<file path="src/rtl/dq_pkg.sv">
// Shared types and constants for the double-ended queue.
package dq_pkg;

  localparam int unsigned WordW = 32;
  localparam int unsigned CmdW  = 3;

  // Command codes; unused codes act as a query
  localparam logic [CmdW-1:0] CmdQuery     = 3'd0;
  localparam logic [CmdW-1:0] CmdPushFront = 3'd1;
  localparam logic [CmdW-1:0] CmdPushBack  = 3'd2;
  localparam logic [CmdW-1:0] CmdPopFront  = 3'd3;
  localparam logic [CmdW-1:0] CmdPopBack   = 3'd4;

  // Word reported for a missing pop or an empty end
  localparam logic [WordW-1:0] EmptyWord = '1;

  typedef enum logic [1:0] {
    StIdle,
    StExec,
    StFetch,
    StEmit
  } dq_state_e;

  // Controller to datapath
  typedef struct packed {
    logic latch;
    logic exec;
    logic fetch;
    logic emit;
  } dq_cmd_t;

  // Datapath to controller
  typedef struct packed {
    logic need_fetch;
  } dq_stat_t;

endpackage

</file>
<file path="src/rtl/dq_ctrl.sv">
// Controller state machine sequencing one queue operation at a time.
module dq_ctrl (
  input  logic            clk_i,
  input  logic            rst_ni,
  input  logic            in_valid_i,
  output logic            in_stall_o,
  output logic            out_valid_o,
  input  logic            out_stall_i,
  input  dq_pkg::dq_stat_t stat_i,
  output dq_pkg::dq_cmd_t  cmd_o
);
  import dq_pkg::*;

  dq_state_e state_q, state_d;
  logic      out_valid_q, out_valid_d;
  logic      slot_free;
  logic      accept;

  assign slot_free = !out_valid_q || !out_stall_i;
  assign accept    = (state_q == StIdle) && in_valid_i;

  // Next state
  always_comb begin
    state_d = state_q;
    unique case (state_q)
      StIdle: begin
        if (in_valid_i) state_d = StExec;
      end
      StExec: begin
        state_d = stat_i.need_fetch ? StFetch : StEmit;
      end
      StFetch: begin
        state_d = StEmit;
      end
      StEmit: begin
        if (slot_free) state_d = StIdle;
      end
      default: state_d = StIdle;
    endcase
  end

  // Datapath commands
  always_comb begin
    cmd_o       = '0;
    cmd_o.latch = accept;
    cmd_o.exec  = (state_q == StExec);
    cmd_o.fetch = (state_q == StFetch);
    cmd_o.emit  = (state_q == StEmit) && slot_free;
  end

  // Hold the result beat until taken
  assign out_valid_d = cmd_o.emit || (out_valid_q && out_stall_i);

  always_ff @(posedge clk_i or negedge rst_ni) begin
    if (!rst_ni) begin
      state_q     <= StIdle;
      out_valid_q <= 1'b0;
    end else begin
      state_q     <= state_d;
      out_valid_q <= out_valid_d;
    end
  end

  assign in_stall_o  = (state_q != StIdle);
  assign out_valid_o = out_valid_q;

endmodule

</file>
<file path="config.mk">
export PLATFORM = sky130hd
export DESIGN_NAME = dq_ctrl
export DESIGN_NICKNAME = d
export VERILOG_FILES = /design/src/rtl/dq_pkg.sv /design/src/rtl/dq_ctrl.sv
export SDC_FILE = /design/constraint.sdc
export NUM_CORES = 1
export LEC_CHECK = 0
export BUFFER_PORTS_ARGS = -buffer_cell sky130_fd_sc_hd__buf_2
export CORE_AREA = 5 5 42 44
export DETAILED_ROUTE_END_ITERATION = 8
export DIE_AREA = 0 0 47 49
export GPL_ROUTABILITY_DRIVEN = 0
export GPL_TIMING_DRIVEN = 1
export SETUP_SLACK_MARGIN = 0.02
export SLEW_MARGIN = 20
export SYNTH_ARGS = -nofsm -noshare
export SYNTH_HDL_FRONTEND = slang
export SYNTH_SLANG_ARGS = --single-unit
</file>
<file path="constraint.sdc">
create_clock -name clk_i -period 1.4 [get_ports clk_i]
set_clock_uncertainty 0.1 [all_clocks]
set_input_delay 0.14 -clock clk_i [delete_from_list [all_inputs] [get_ports clk_i]]
set_output_delay 0.14 -clock clk_i [all_outputs]
set_load 0.05 [all_outputs]
</file>
==> metrics.md, run 1 <==
| Metric | Value |
|---|---|
| Status | completed |
| Slew HR | 83.6% |
| Max Slew Vio Count | 0 |
| Final period util | 97.9% |
| Initial antenna violation count | 0 |
| Critical path arrival | 1.13 ns |
| Total number of vias | 228 |
| Clock Pin Slew Worst Setup and Hold Paths | 0.04 ns |
| Worst R2R Setup Slack | 0.06 ns |
| Vias in the first global route | 260 |
| Adder-cell share of the synthesized area | 25.6% |
| Setup CP Type | reg2out |
| Mapped Area | 244 um^2 |
| Avg Cell Area, Syn | 10.6 um^2 |
| Filler Cells Inserted | 158 |
| R2R cell count | 5 |
| Largest net degree at the start of global routing | 5 |
| Simple-Gate Fraction of Synth Area | 12.8% |
| Dpl hpwl | 398 um |
| Post-synthesis net count | 33 |
| Seq cells post-synth | 3 |
| Crit path capture type | output port |
| Std cell rows | 14 |
| Top cells by area, synth | dfrtp_1 31%, ha_1 26%, inv_1 6.2% |
| H-Tree Depth | 1 |
| Core area | 1400 um^2 |
| Mux cell area share after synthesis | 0% |
| Critical Path Start Type | register |
| CTS tree | yes |
| Post-synth top area cell | dfrtp_1 |
| Reg-to-reg startpoint | state_q[0]$_DFFE_PN0P_ |
| DR vias/cell | 3.86 |
| Die Width | 47 um |
| Max Fclk | 730 MHz |
| DRT iter0 DRCs | 0 |
| Ports | 11 |
| Data required time of the critical path | 1.16 ns |
| Remaining Overflow, GRT | 0 |
| GRT Util Overall | 5.85% |
| Hold Path Class | in2reg |
| Post-synthesis sequential area ratio | 30.8% |
| R2R Path End | state_q[0]$_DFFE_PN0P_ |
| Compound-gate portion of the synthesized area | 21.5% |
| Final nets | 54 |
| Height of the die | 49 um |
| Min-Delay Startpoint | out_stall_i |
| Sink Count | 3 |
| Total wire length | 572 um |
| Synth Instances | 23 |
| First-pass GRT wire length | 972 um |
| First-pass iteration count of the detailed router | 1 |
| Wire per inst | 9.69 um |
| Proportion of layout cells with a drive suffix above 1 | 74.4% |
| Worst Hold Path EP | out_valid_o$_DFF_PN0_ |
| Clock Path Buffers | 2 |
| Yosys cell types | 14 |
| Final setup vio count | 0 |
| Number of antenna diodes | 0 |
| Buffers on Ports | 10 |
| Max_cap viols | 0 |
| DR DRC count | 0 |
| Antenna viol nets, final | 0 |
| Area growth from synthesis to layout | 97.9% |
| Post-Synth XOR/XNOR Area | 0% |
| Root buf cell | clkbuf_4 |
| Setup tns final | 0 ns |
| RSZ-0062 raised after global routing | true |
| Yosys warning total | 0 |
| Num CTS Buffers | 3 |
| Final hold violations | 0 |
| Initial Util | 17.4% |
| Worst Hold Depth | 2 |
| Largest family of logic cells by synthesized area | adder cells |
| Post-layout min period | 1.37 ns |
| Full die area | 2300 um^2 |
| Crit path max fanout | 3 |
| Clk_lat worst skew | 0.23 ns |
| Yosys top cell area share | 30.8% |
| Worst Tran Pin Value | 0.248 ns |
layout by cell type, fill, tap and decap left out, types with 2 or more instances in the layout:
cell type / n
clkbuf_4: 3
dfrtp_1: 3
ha_2: 2
buf_2: 5
buf_4: 6
inv_2: 2
buf_8: 3
inv_1: 2
ha_4: 3
buf_6: 2
stage by stage:
stage	instance area, um^2	util (%)	instances	hold WS (ns)	setup slack, ns
final	483	34.5	59	0.0696	0.0295
after global routing	483	34.5	59	0.0714	-0.0233
after CTS	469	33.5	59	0.0578	0.0196
after detailed placement	328	23.4	50	-0.160	0.0473
after global placement	328	23.4	50	-0.163	0.0616
after floorplan	250	-	23	-0.256	0.0191
final cells by class:
class                   count  area (um^2)  share of cell area, %
flip-flops and latches      3         75.1                   15.5
inverters                   4         15.0                   3.11
well taps                  16         20.0                   4.15
repair buffers             17          148                   30.6
clock buffers               4         26.3                   5.44
multi-input cells          15          199                   41.2
layer usage:
layer  vias to the layer above  GRT usage (%)  share of wire [%]
li1                        117              -                  -
met3                         0           1.11                6.3
met5                         -              0                  0
met1                       106           5.07                 33
met4                         0           4.15                  0
met2                         5           10.9                 60
logic make-up (layout without fill, tap and decap cells):
family,after synthesis,count (layout)
DFF,3,3
and+or+nand+nor,3,3
AOI/OAI and AO/OA,7,7
buffers and inverters,5,25
adders and majority gates,5,5
cell usage after synthesis:
master,count
a21boi_0,1
a211oi_1,1
ha_1,5
nand3_2,1
nand2b_4,1
a32oi_1,1
inv_1,4
a21o_1,1
a31o_2,1
buf_4,1
and2_2,1
o211ai_1,1
a21oi_1,1
dfrtp_1,3
flip-flops by register name, summed over array words and instances (netlist names):
register and cells:
state_q 2, out_valid_o 1
worst max-delay path: stages, from the launching register on:
cell	delay (ns)
dfrtp_1	0.38
inv_2	0.07
ha_4	0.16
and2_4	0.15
buf_8	0.14
worst max path at each step:
stage,from,endpoint,slack (ns),cells after the start
2_1_floorplan,out_valid_o$_DFF_PN0_,cmd_o[0],0.02,1
3_3_place_gp,state_q[1]$_DFFE_PN0P_,cmd_o[3],0.06,4
3_5_place_dp,state_q[1]$_DFFE_PN0P_,cmd_o[3],0.05,4
4_1_cts,state_q[0]$_DFFE_PN0P_,cmd_o[0],0.02,3
5_1_grt,state_q[0]$_DFFE_PN0P_,cmd_o[3],-0.02,4
6_report,state_q[0]$_DFFE_PN0P_,cmd_o[3],0.03,4
what timing repair did:
action / in CTS / in global routing
hold buffers: 1 / 0
endpoints found under the hold margin: 3 / 0
buffers inserted: 4 / 0
resized for setup: 20 / 5
pin swaps: 1 / 3
setup endpoints to repair: 5 / 6
Power of run 1 is not shown: default switching activity piles up to over one toggle a cycle in this logic, so the estimate is an artifact.
==> run 2: changes to the inputs <==
--- a/config.mk
+++ b/config.mk
@@ -5,10 +5,10 @@
 export SDC_FILE = /design/constraint.sdc
 export NUM_CORES = 1
 export LEC_CHECK = 0
-export BUFFER_PORTS_ARGS = -buffer_cell sky130_fd_sc_hd__buf_2
-export CORE_AREA = 5 5 42 44
+export BUFFER_PORTS_ARGS = -buffer_cell sky130_fd_sc_hd__clkbuf_2
+export CORE_AREA = 10 10 47 49
 export DETAILED_ROUTE_END_ITERATION = 8
-export DIE_AREA = 0 0 47 49
+export DIE_AREA = 0 0 57 59
 export GPL_ROUTABILITY_DRIVEN = 0
 export GPL_TIMING_DRIVEN = 1
 export SETUP_SLACK_MARGIN = 0.02
==> run 2 against run 1 <==
Via count rose by 0.44%. Sequential share of layout area increased by 0.54 points. Highest routed layer unchanged. Utilization down 1.2 points. Wire length is 6.6% higher. Worst hold slack gained 0.028 ns. Critical path depth did not move.
==> metrics.md, run 2 (synthesized netlist as in run 1, its figures left out) <==
| Metric | Value |
|---|---|
| Status | completed |
| First-pass GRT wire length | 848 um (-13%) |
| Final hold violations | 0 (unchanged) |
| Largest net degree at the start of global routing | 5 (unchanged) |
| DR DRC count | 0 (unchanged) |
| Antenna viol nets, final | 0 (unchanged) |
| Full die area | 3360 um^2 (+46%) |
| Final nets | 53 (-1.9%) |
| Commonest cells after routing, fill and taps aside | 5 x clkbuf_2, 5 x buf_4, 3 x clkbuf_4, 3 x dfrtp_1, 3 x buf_8 |
| Hold WS | 0.0974 ns (+0.0278 ns) |
| Std cell rows | 14 (unchanged) |
| Remaining Overflow, GRT | 0 (unchanged) |
| Num CTS Buffers | 3 (unchanged) |
| Ports | 11 (unchanged) |
| H-Tree Depth | 1 (unchanged) |
| Min-Delay Startpoint | out_stall_i |
| Worst Hold Depth | 2 (unchanged) |
| Initial antenna violation count | 0 (unchanged) |
| Slack of the critical path | 0.0132 ns (-0.0162 ns) |
| Core area | 1400 um^2 (unchanged) |
| Slowest-stage cell, CP | dfrtp_1 |
| DR vias/cell | 3.95 (+2.2%) |
| Sink Count | 3 (unchanged) |
| Max Slew Vio Count | 0 (unchanged) |
| CP delay by family, top | flip-flops |
| Vias in the first global route | 220 (-15%) |
| R2R Path End | state_q[1]$_DFFE_PN0P_ |
| Area growth from synthesis to layout | 91.3% |
| Reg with most FFs | state_q |
| Proportion of layout cells with a drive suffix above 1 | 69.0% (-5.4 points) |
| Final period util | 99.1% (+1.2 points) |
| DRT iter0 DRCs | 0 (unchanged) |
| Buffers on Ports | 10 (unchanged) |
| Hold Path Class | in2reg |
| WP buf/inv | 2 (unchanged) |
| Total wire length | 610 um (+6.6%) |
| Post-layout min period | 1.39 ns (+0.0162 ns) |
| Critical path arrival | 1.15 ns (+0.02 ns) |
| Multi-input gate area | 181 um^2 (-8.8%) |
| RSZ-0062 raised after global routing | true |
| Wire per inst | 10.5 um (+8.5%) |
| Clock Pin Slew Worst Setup and Hold Paths | 0.04 ns (about the same) |
| Die Width | 57 um (+21%) |
| Data required time of the critical path | 1.16 ns (about the same) |
| Root buf cell | clkbuf_4 |
| Worst R2R Setup Slack | 0.09 ns (+0.03 ns) |
| Crit path max fanout | 3 (unchanged) |
| R2R cell count | 5 (unchanged) |
| Max Fclk | 721 MHz (-1.2%) |
| Clock Path Buffers | 2 (unchanged) |
| Register area | 75.1 um^2 (unchanged) |
| First-pass iteration count of the detailed router | 1 (unchanged) |
| Worst Tran Pin Value | 0.278 ns (+0.0299 ns) |
| Number of antenna diodes | 0 (unchanged) |
| Final setup vio count | 0 (unchanged) |
| Setup CP Type | reg2out |
| Filler Cells Inserted | 153 (-3.2%) |
| Total number of vias | 229 (+0.44%) |
| Dpl hpwl | 440 um (+10%) |
| Worst Hold Path EP | out_valid_o$_DFF_PN0_ |
| CP max stage delay | 0.40 ns (+0.02 ns) |
| Height of the die | 59 um (+20%) |
| Max_cap viols | 0 (unchanged) |
| Critical Path Start Type | register |
| Pre-CTS worst setup slack | 0.0596 ns (+0.0123 ns) |
| Slew HR | 81.5% (-2.0 points) |
| Number of flip-flops in the largest register | 2 (unchanged) |
| Crit path capture type | output port |
| GRT Util Overall | 3.42% (-2.4 points) |
| Reg-to-reg startpoint | state_q[0]$_DFFE_PN0P_ |
| Clk_lat worst skew | 0.23 ns (about the same) |
| Initial Util | 17.4% (unchanged) |
| CTS tree | yes |
| Worst path cell trace | inv_2, ha_4, and2_4, buf_12 |
run 2: final cells by class:
class,instances,area share [%]
multi-input combinational,15,38.9
inverter,4,3.22
tap,16,4.29
clock buffer,4,5.63
timing repair buffer,16,31.9
sequential,3,16.1
run 2: repair_timing:
item                                   4_1_cts  5_1_grt
hold buffers                                 1        0
resized for setup                           13        7
endpoints found under the hold margin        3        0
buffers inserted                             4        1
setup endpoints to repair                    5        7
cloned                                       0        0
pin swaps                                    3        3
run 2: per-layer routing:
metal | vias to the layer above | global-route usage (%) | routed length [um]
met2 | 5 | 6.67 | 368
met4 | 0 | 3.02 | 0
li1 | 116 | - | -
met1 | 108 | 2.14 | 187
met3 | 0 | 1.93 | 54
met5 | - | 0 | 0
run 2: how the worst max path moves through the flow:
stage	startpoint	to	slack (ns)	cells after the start
after floorplan	out_valid_o$_DFF_PN0_	cmd_o[0]	0.02	1
after global placement	state_q[0]$_DFFE_PN0P_	cmd_o[3]	0.08	4
after detailed placement	state_q[0]$_DFFE_PN0P_	cmd_o[3]	0.06	4
after CTS	state_q[0]$_DFFE_PN0P_	cmd_o[0]	-0.004	3
after global routing	state_q[1]$_DFFE_PN0P_	cmd_o[3]	-0.05	4
final	state_q[0]$_DFFE_PN0P_	cmd_o[3]	0.01	4
run 2: stage by stage:
stage	TNS, ns	cell area, um^2	instances	util [%]
6_report	0	467	58	33.3
5_1_grt	-0.100	467	58	33.3
4_1_cts	-0.00625	439	57	31.3
3_5_place_dp	0	328	48	23.4
3_3_place_gp	0	328	48	23.4
2_1_floorplan	0	250	23	-
Power of run 2 is left out for the same reason.
